==> src/hdl/rv32i_instruction_decoder_unit_assert.svh <==
// ----------------------------------------------------------------------------
// RV32I decoder assertion macros
// Concurrent assertion wrappers clocked on clk, with and without reset gating.
// ----------------------------------------------------------------------------
`ifndef RV32I_INSTRUCTION_DECODER_UNIT_ASSERT_SVH
`define RV32I_INSTRUCTION_DECODER_UNIT_ASSERT_SVH

// Checked only while reset is low.
`define RV32ID_ASSERT(label, prop, msg) \
  label: assert property (@(posedge clk) disable iff (rst) (prop)) else $error(msg);

// Checked on every clock edge, reset included.
`define RV32ID_ASSERT_ALWAYS(label, prop, msg) \
  label: assert property (@(posedge clk) (prop)) else $error(msg);

`endif

==> src/hdl/rv32id_pkg.sv <==
// ----------------------------------------------------------------------------
// RV32I decoder package
// Opcode, format and operation codes, lookup functions and shared types.
// ----------------------------------------------------------------------------
`timescale 1ns / 1ps
`default_nettype none

package rv32id_pkg;

  localparam int WordW = 32;
  localparam int FmtW  = 3;
  localparam int OpW   = 6;
  localparam int OutDataW = 80;

  localparam logic [6:0] OPC_REG    = 7'b0110011;
  localparam logic [6:0] OPC_IMM    = 7'b0010011;
  localparam logic [6:0] OPC_LOAD   = 7'b0000011;
  localparam logic [6:0] OPC_JALR   = 7'b1100111;
  localparam logic [6:0] OPC_STORE  = 7'b0100011;
  localparam logic [6:0] OPC_BRANCH = 7'b1100011;
  localparam logic [6:0] OPC_LUI    = 7'b0110111;
  localparam logic [6:0] OPC_AUIPC  = 7'b0010111;
  localparam logic [6:0] OPC_JAL    = 7'b1101111;

  localparam logic [FmtW-1:0] FMT_R = 3'd0;
  localparam logic [FmtW-1:0] FMT_I = 3'd1;
  localparam logic [FmtW-1:0] FMT_S = 3'd2;
  localparam logic [FmtW-1:0] FMT_B = 3'd3;
  localparam logic [FmtW-1:0] FMT_U = 3'd4;
  localparam logic [FmtW-1:0] FMT_J = 3'd5;
  localparam logic [FmtW-1:0] FMT_X = 3'd6;

  localparam logic [OpW-1:0] OP_ADD   = 6'd0;
  localparam logic [OpW-1:0] OP_SUB   = 6'd1;
  localparam logic [OpW-1:0] OP_SLL   = 6'd2;
  localparam logic [OpW-1:0] OP_SLT   = 6'd3;
  localparam logic [OpW-1:0] OP_SLTU  = 6'd4;
  localparam logic [OpW-1:0] OP_XOR   = 6'd5;
  localparam logic [OpW-1:0] OP_SRL   = 6'd6;
  localparam logic [OpW-1:0] OP_SRA   = 6'd7;
  localparam logic [OpW-1:0] OP_OR    = 6'd8;
  localparam logic [OpW-1:0] OP_AND   = 6'd9;
  localparam logic [OpW-1:0] OP_ADDI  = 6'd10;
  localparam logic [OpW-1:0] OP_SLLI  = 6'd11;
  localparam logic [OpW-1:0] OP_SLTI  = 6'd12;
  localparam logic [OpW-1:0] OP_SLTIU = 6'd13;
  localparam logic [OpW-1:0] OP_XORI  = 6'd14;
  localparam logic [OpW-1:0] OP_SRLI  = 6'd15;
  localparam logic [OpW-1:0] OP_SRAI  = 6'd16;
  localparam logic [OpW-1:0] OP_ORI   = 6'd17;
  localparam logic [OpW-1:0] OP_ANDI  = 6'd18;
  localparam logic [OpW-1:0] OP_LB    = 6'd19;
  localparam logic [OpW-1:0] OP_LH    = 6'd20;
  localparam logic [OpW-1:0] OP_LW    = 6'd21;
  localparam logic [OpW-1:0] OP_LBU   = 6'd22;
  localparam logic [OpW-1:0] OP_LHU   = 6'd23;
  localparam logic [OpW-1:0] OP_SB    = 6'd24;
  localparam logic [OpW-1:0] OP_SH    = 6'd25;
  localparam logic [OpW-1:0] OP_SW    = 6'd26;
  localparam logic [OpW-1:0] OP_BEQ   = 6'd27;
  localparam logic [OpW-1:0] OP_BNE   = 6'd28;
  localparam logic [OpW-1:0] OP_BLT   = 6'd29;
  localparam logic [OpW-1:0] OP_BGE   = 6'd30;
  localparam logic [OpW-1:0] OP_BLTU  = 6'd31;
  localparam logic [OpW-1:0] OP_BGEU  = 6'd32;
  localparam logic [OpW-1:0] OP_JAL   = 6'd33;
  localparam logic [OpW-1:0] OP_JALR  = 6'd34;
  localparam logic [OpW-1:0] OP_LUI   = 6'd35;
  localparam logic [OpW-1:0] OP_AUIPC = 6'd36;
  localparam logic [OpW-1:0] OP_UNKNOWN = 6'd37;

  // Classification handed from the class decoder to the rest of the block.
  typedef struct packed {
    logic [FmtW-1:0] fmt;
    logic [OpW-1:0]  op;
  } decode_t;

  function automatic logic [OpW-1:0] load_op(input logic [2:0] f3);
    logic [OpW-1:0] r;
    case (f3)
      3'd0:    r = OP_LB;
      3'd1:    r = OP_LH;
      3'd2:    r = OP_LW;
      3'd4:    r = OP_LBU;
      3'd5:    r = OP_LHU;
      default: r = OP_UNKNOWN;
    endcase
    return r;
  endfunction

  function automatic logic [OpW-1:0] store_op(input logic [2:0] f3);
    logic [OpW-1:0] r;
    case (f3)
      3'd0:    r = OP_SB;
      3'd1:    r = OP_SH;
      3'd2:    r = OP_SW;
      default: r = OP_UNKNOWN;
    endcase
    return r;
  endfunction

  function automatic logic [OpW-1:0] branch_op(input logic [2:0] f3);
    logic [OpW-1:0] r;
    case (f3)
      3'd0:    r = OP_BEQ;
      3'd1:    r = OP_BNE;
      3'd4:    r = OP_BLT;
      3'd5:    r = OP_BGE;
      3'd6:    r = OP_BLTU;
      3'd7:    r = OP_BGEU;
      default: r = OP_UNKNOWN;
    endcase
    return r;
  endfunction

endpackage

`default_nettype wire

==> src/hdl/rv32id_class.sv <==
// ----------------------------------------------------------------------------
// RV32I format and operation classifier
// Maps opcode, funct3 and funct7 to a format class and a dense operation number.
// ----------------------------------------------------------------------------
`timescale 1ns / 1ps
`default_nettype none

module rv32id_class
  import rv32id_pkg::*;
(
  input  wire logic [WordW-1:0] word,
  output decode_t               dec
);

  logic [6:0] opc;
  logic [2:0] f3;
  logic       alt;

  assign opc = word[6:0];
  assign f3  = word[14:12];
  // Any nonzero funct7 picks the alternate operation, not just bit 30.
  assign alt = |word[31:25];

  always_comb begin
    dec.fmt = FMT_X;
    dec.op  = OP_UNKNOWN;
    case (opc)
      OPC_REG: begin
        dec.fmt = FMT_R;
        case (f3)
          3'd0:    dec.op = alt ? OP_SUB : OP_ADD;
          3'd1:    dec.op = OP_SLL;
          3'd2:    dec.op = OP_SLT;
          3'd3:    dec.op = OP_SLTU;
          3'd4:    dec.op = OP_XOR;
          3'd5:    dec.op = alt ? OP_SRA : OP_SRL;
          3'd6:    dec.op = OP_OR;
          default: dec.op = OP_AND;
        endcase
      end
      OPC_IMM: begin
        dec.fmt = FMT_I;
        case (f3)
          3'd0:    dec.op = OP_ADDI;
          3'd1:    dec.op = OP_SLLI;
          3'd2:    dec.op = OP_SLTI;
          3'd3:    dec.op = OP_SLTIU;
          3'd4:    dec.op = OP_XORI;
          3'd5:    dec.op = alt ? OP_SRAI : OP_SRLI;
          3'd6:    dec.op = OP_ORI;
          default: dec.op = OP_ANDI;
        endcase
      end
      OPC_LOAD: begin
        dec.fmt = FMT_I;
        dec.op  = load_op(f3);
      end
      OPC_JALR: begin
        dec.fmt = FMT_I;
        dec.op  = OP_JALR;
      end
      OPC_STORE: begin
        dec.fmt = FMT_S;
        dec.op  = store_op(f3);
      end
      OPC_BRANCH: begin
        dec.fmt = FMT_B;
        dec.op  = branch_op(f3);
      end
      OPC_LUI: begin
        dec.fmt = FMT_U;
        dec.op  = OP_LUI;
      end
      OPC_AUIPC: begin
        dec.fmt = FMT_U;
        dec.op  = OP_AUIPC;
      end
      OPC_JAL: begin
        dec.fmt = FMT_J;
        dec.op  = OP_JAL;
      end
      default: begin
        dec.fmt = FMT_X;
        dec.op  = OP_UNKNOWN;
      end
    endcase
  end

endmodule

`default_nettype wire

==> src/hdl/rv32id_imm.sv <==
// ----------------------------------------------------------------------------
// RV32I immediate generator
// Assembles and sign-extends the immediate of the given instruction format.
// ----------------------------------------------------------------------------
`timescale 1ns / 1ps
`default_nettype none

module rv32id_imm
  import rv32id_pkg::*;
(
  input  wire logic [WordW-1:0] word,
  input  wire logic [FmtW-1:0]  fmt,
  output logic      [WordW-1:0] imm
);

  always_comb begin
    case (fmt)
      FMT_I:   imm = {{20{word[31]}}, word[31:20]};
      FMT_S:   imm = {{20{word[31]}}, word[31:25], word[11:7]};
      FMT_B:   imm = {{20{word[31]}}, word[7], word[30:25], word[11:8], 1'b0};
      FMT_U:   imm = {word[31:12], 12'b0};
      FMT_J:   imm = {{12{word[31]}}, word[19:12], word[20], word[30:21], 1'b0};
      default: imm = '0;
    endcase
  end

endmodule

`default_nettype wire

==> src/hdl/rv32i_instruction_decoder_unit.sv <==
// ----------------------------------------------------------------------------
// RV32I instruction decoder
// Usage: instruction words enter on the s_axis channel, one 32-bit word per
// request. Each word yields exactly one decoded request on m_axis carrying
// the fixed fields, the sign-extended immediate, the format class and the
// operation number.
// The word is captured in an input register, decoded by shallow logic and
// captured in the output register, which drives m_axis. One word is accepted
// every cycle as long as the receiver keeps taking results; throughput is one
// per clock.
// When the receiver stalls, the result holds on m_axis, the input register
// keeps the next word, and s_axis_tready drops only once both are occupied.
// Synchronous reset empties both registers; no results are pending after it.
// ----------------------------------------------------------------------------
`timescale 1ns / 1ps
`default_nettype none

`include "rv32i_instruction_decoder_unit_assert.svh"

module rv32i_instruction_decoder_unit
  import rv32id_pkg::*;
(
  input  wire logic                clk,
  input  wire logic                rst,
  input  wire logic                s_axis_tvalid,
  output logic                     s_axis_tready,
  input  wire logic [WordW-1:0]    s_axis_tdata,  // [31:0] instr_word
  output logic                     m_axis_tvalid,
  input  wire logic                m_axis_tready,
  // [6:0] major_opcode, [11:7] dest_reg, [14:12] minor_func, [19:15] src_reg_a,
  // [24:20] src_reg_b, [31:25] upper_func, [63:32] immediate,
  // [66:64] format_class, [72:67] operation_id, [79:73] zero
  output logic [OutDataW-1:0]      m_axis_tdata
);

  logic                in_valid;
  logic [WordW-1:0]    in_word;
  logic                out_valid;
  logic [OutDataW-1:0] out_data;
  logic [OutDataW-1:0] out_data_next;
  logic                advance;
  decode_t             dec;
  logic [WordW-1:0]    imm;

  // The decoded word moves on whenever the output register is free or being read.
  assign advance       = !out_valid || m_axis_tready;
  assign s_axis_tready = !in_valid || advance;

  rv32id_class u_class (
    .word (in_word),
    .dec  (dec)
  );

  rv32id_imm u_imm (
    .word (in_word),
    .fmt  (dec.fmt),
    .imm  (imm)
  );

  assign out_data_next = {7'b0, dec.op, dec.fmt, imm, in_word[31:25], in_word[24:20],
                          in_word[19:15], in_word[14:12], in_word[11:7], in_word[6:0]};

  always_ff @(posedge clk) begin
    if (rst) begin
      in_valid  <= 1'b0;
      out_valid <= 1'b0;
    end else begin
      if (s_axis_tready) begin
        in_valid <= s_axis_tvalid;
      end
      if (advance) begin
        out_valid <= in_valid;
      end
    end
  end

  always_ff @(posedge clk) begin
    if (s_axis_tvalid && s_axis_tready) begin
      in_word <= s_axis_tdata;
    end
    if (advance && in_valid) begin
      out_data <= out_data_next;
    end
  end

  assign m_axis_tvalid = out_valid;
  assign m_axis_tdata  = out_data;

  `RV32ID_ASSERT_ALWAYS(a_idle_after_reset, rst |=> !m_axis_tvalid,
                        "result valid right after reset")
  `RV32ID_ASSERT(a_accept_fills_input, (s_axis_tvalid && s_axis_tready) |=> in_valid,
                 "accepted word was lost")
  `RV32ID_ASSERT(a_decode_reaches_output, (in_valid && advance) |=> m_axis_tvalid,
                 "decoded word did not reach output")
  `RV32ID_ASSERT(a_unknown_consistent,
                 (out_valid && out_data[66:64] == FMT_X) |->
                 (out_data[72:67] == OP_UNKNOWN && out_data[63:32] == '0),
                 "unknown format with known operation or nonzero immediate")

endmodule

`default_nettype wire
==> config.mk <==
export PLATFORM = sky130hd
export DESIGN_NAME = rv32i_instruction_decoder_unit
export DESIGN_NICKNAME = d
export VERILOG_FILES = /design/src/hdl/rv32id_pkg.sv /design/src/hdl/rv32id_class.sv /design/src/hdl/rv32id_imm.sv /design/src/hdl/rv32i_instruction_decoder_unit.sv
export VERILOG_INCLUDE_DIRS = /design/src /design/src/hdl
export SDC_FILE = /design/constraint.sdc
export NUM_CORES = 1
export LEC_CHECK = 0
export BUFFER_PORTS_ARGS = -buffer_cell sky130_fd_sc_hd__buf_4
export CELL_PAD_IN_SITES_DETAIL_PLACEMENT = 1
export CELL_PAD_IN_SITES_GLOBAL_PLACEMENT = 1
export CORE_AREA = 4 4 112 104
export DETAILED_ROUTE_END_ITERATION = 8
export DIE_AREA = 0 0 116 108
export PLACE_DENSITY_LB_ADDON = 0.1
export SLEW_MARGIN = 20
export SYNTH_ARGS = -nofsm -noshare
export SYNTH_HDL_FRONTEND = slang
export SYNTH_SLANG_ARGS = --single-unit
export TNS_END_PERCENT = 1
==> constraint.sdc <==
create_clock -name clk -period 4.6 [get_ports clk]
set_input_delay 0.46 -clock clk [delete_from_list [all_inputs] [get_ports clk]]
set_output_delay 0.46 -clock clk [all_outputs]
set_load 0.01 [all_outputs]
==> results_dict.tcl <==
set metrics [dict create \
    drc 0 \
    crit_type "reg -> reg" \
    p_sw_uw 467 \
    fill_cells 1057 \
    ys_async_sr_fraction_pct 0 \
    synth_top_area_share_pct 72.9 \
    drv_slew 0 \
    clock_path_buffers 2 \
    clk_pin_slew_ns 0.07 \
    wl_per_cell_um 19.0 \
    power_frac_seq_pct 57.1 \
    numCtsBuffers 9 \
    p_comb_share_pct 7.5 \
    p_clk_share_pct 35.4 \
    swShare_pct 22.9 \
    hold_viol 0 \
    hpwl_mm 7.27 \
    rsz0062_at_grt "false" \
    worstRegToRegCells 5 \
    start_util_pct 41.0 \
    synth_area_um2 4330 \
    postRouteAntennaNets 0 \
    syn_area_per_cell_um2 14.7 \
    fmax_ghz 0.468 \
    antenna_found_initial 0 \
    htree_levels 3 \
    rows 36 \
    fin_crit_sh_pct 46.5 \
    grt_overflow 0 \
    track_usage_pct 16.5 \
    worstMarginPinSlew_ns 0.855 \
    whs_ns 0.282 \
    cp-end-kind "flip-flop" \
    skew_ns 0.00851 \
    io_pins 118 \
    root_buffer "clkbuf_16" \
    placed_area_um2 5240 \
    fin_area_um2 5510 \
    setup_tns_ns 0 \
    antenna_cells 0 \
    worstPathMaxFanout 16 \
    cellLeakagePower_nw 2.19 \
    synth_commonest_cells "edfxtp_1 (105), nand2_1 (30), a21o_1 (22)" \
    synth.most_common_cell "edfxtp_1" \
    globalplace.congestion 0.821 \
    status "complete, no violations" \
    hold_path_depth 2 \
    chipWidth_um 116 \
    cts_tree "done" \
    grt_max_degree 54 \
    yosysUniqueCellTypes 53 \
    place_worst_setup_slack_ns 2.39 \
    ctsResizeCount 0 \
    grt_pass1_vias 2842 \
    via_count 2787 \
    netlist_instances 294 \
    p_int_mw 1.57 \
    layout_min_cycle_time_ns 2.14 \
    worstPathArrival_ns 2.34 \
    die_h_um 108 \
    port-buffer-count 110 \
    p_total_mw 2.04 \
    worst_hold_path_type "in -> reg" \
    drt-initial-drc-count 178 \
    power_density_nw_per_um2 370 \
    synth_warnings 0 \
    core-area_um2 10500 \
    setup_ws_ns 2.46 \
    viasPerCell 5.17 \
    cts_num_sinks 107 \
    synth_top_area_cell "edfxtp_1" \
    grt_pass1_wl_mm 15.5 \
    synthToLayoutAreaGrowth_pct 27.5 \
    finalSetupViolCount 0 \
    final_nets 438 \
    die_area_um2 12500 \
    worstPathRequired_ns 4.81 \
    maxSlewHeadroom_pct 42.7 \
    seq_area_frac_synth_pct 73.8 \
    synth_flop_cell "edfxtp_1" \
    drive_gt1_share_pct 34.7 \
    synth_area_leaders "edfxtp_1 (73%), a21o_1 (3.8%), nand2_1 (2.6%)" \
    crit_path_start_kind "flip-flop" \
    hold_buffers 0 \
    insertion_delay_ns 0.34 \
    cts_setup_buffers 0 \
    synth_edf_count 105 \
    synth-seq-cells 107 \
    drtPass1Iterations 6 \
    finalWirelength_mm 10.2 \
    ir_worst_vdd_v 0.000269 \
    drv_cap 0 \
]
-- metal layers --
metal	up-vias	GRT usage, %	part of all wire, %	routed length (um)
li1	1310	-	-	-
met3	12	3.25	6.2	632
met4	0	5.14	1.3	129
met2	101	27.2	50	5080
met5	-	0	0	0
met1	1364	22.3	43	4390
-- final cells by class --
cell class | instances | area (um2) | area share [%]
Clock buffer | 10 | 229 | 4.15
Clock inverter | 5 | 43.8 | 0.794
Inverter | 7 | 26.3 | 0.477
Multi-Input combinational cell | 166 | 1020 | 18.5
Sequential cell | 107 | 3190 | 57.9
Tap cell | 133 | 166 | 3.02
Timing Repair Buffer | 111 | 833 | 15.1
-- critical path: stages (launching register included) --
cell	delay (ns)
edfxtp_1	0.67
and3b_1	0.32
nand2_2	0.11
a21oi_2	0.33
and2_1	0.43
a21o_1	0.14
-- layout by cell type, fill, tap and decap left out, drive strengths merged, types with 3 or more instances in the layout --
cell type and instances:
nor3 6, a21oi 12, nand3 5, buf 111, nor2 14, conb 7
inv 9, o21ai 13, nand2b 7, nand2 33, clkbuf 10, nor2b 3
and2 10, edfxtp 105, a21o 22
-- stage by stage --
stage | util (%) | std cells
2_1_floorplan | - | 300
3_3_place_gp | 49.7 | 524
3_5_place_dp | 49.7 | 524
4_1_cts | 52.3 | 539
5_1_grt | 52.3 | 539
6_report | 52.3 | 539
-- path summary, 6_finish.rpt --
| kind | startpoint | end | slack, ns |
|---|---|---|---|
| worst max register to register | in_word[5] | m_axis_tdata[52] | 2.46 |
| worst max-delay path | in_word[5] | m_axis_tdata[52] | 2.46 |
| worst min-delay path | rst | m_axis_tvalid | 0.28 |
| worst min register to register | in_word[16] | m_axis_tdata[16] | 0.45 |
-- power groups by stage --
stage / Sequential (mW) / Combinational (mW) / Clock, mW
6_report: 1.16 / 0.152 / 0.722
5_1_grt: 1.17 / 0.167 / 0.782
4_1_cts: 1.16 / 0.155 / 0.743
3_5_place_dp: 1.19 / 0.155 / 0
3_3_place_gp: 1.18 / 0.152 / 0
2_1_floorplan: 1.18 / 0.0685 / 0
-- kinds of logic (layout without fill, tap and decap cells) --
kind of cell	after synthesis	in the layout	share of synthesized area [%]
compound gates	70	70	11.7
buf+inv	27	133	3.38
flops	107	107	73.8
other cells	1	7	0.0867
simple gates	89	89	11.0
-- sequential cells by signal, summed over array words and instances, names as in the netlist --
signal	count
in_valid	1
m_axis_tdata	73
in_word	32
m_axis_tvalid	1
Note: power is estimated with default switching activity, not from simulation.
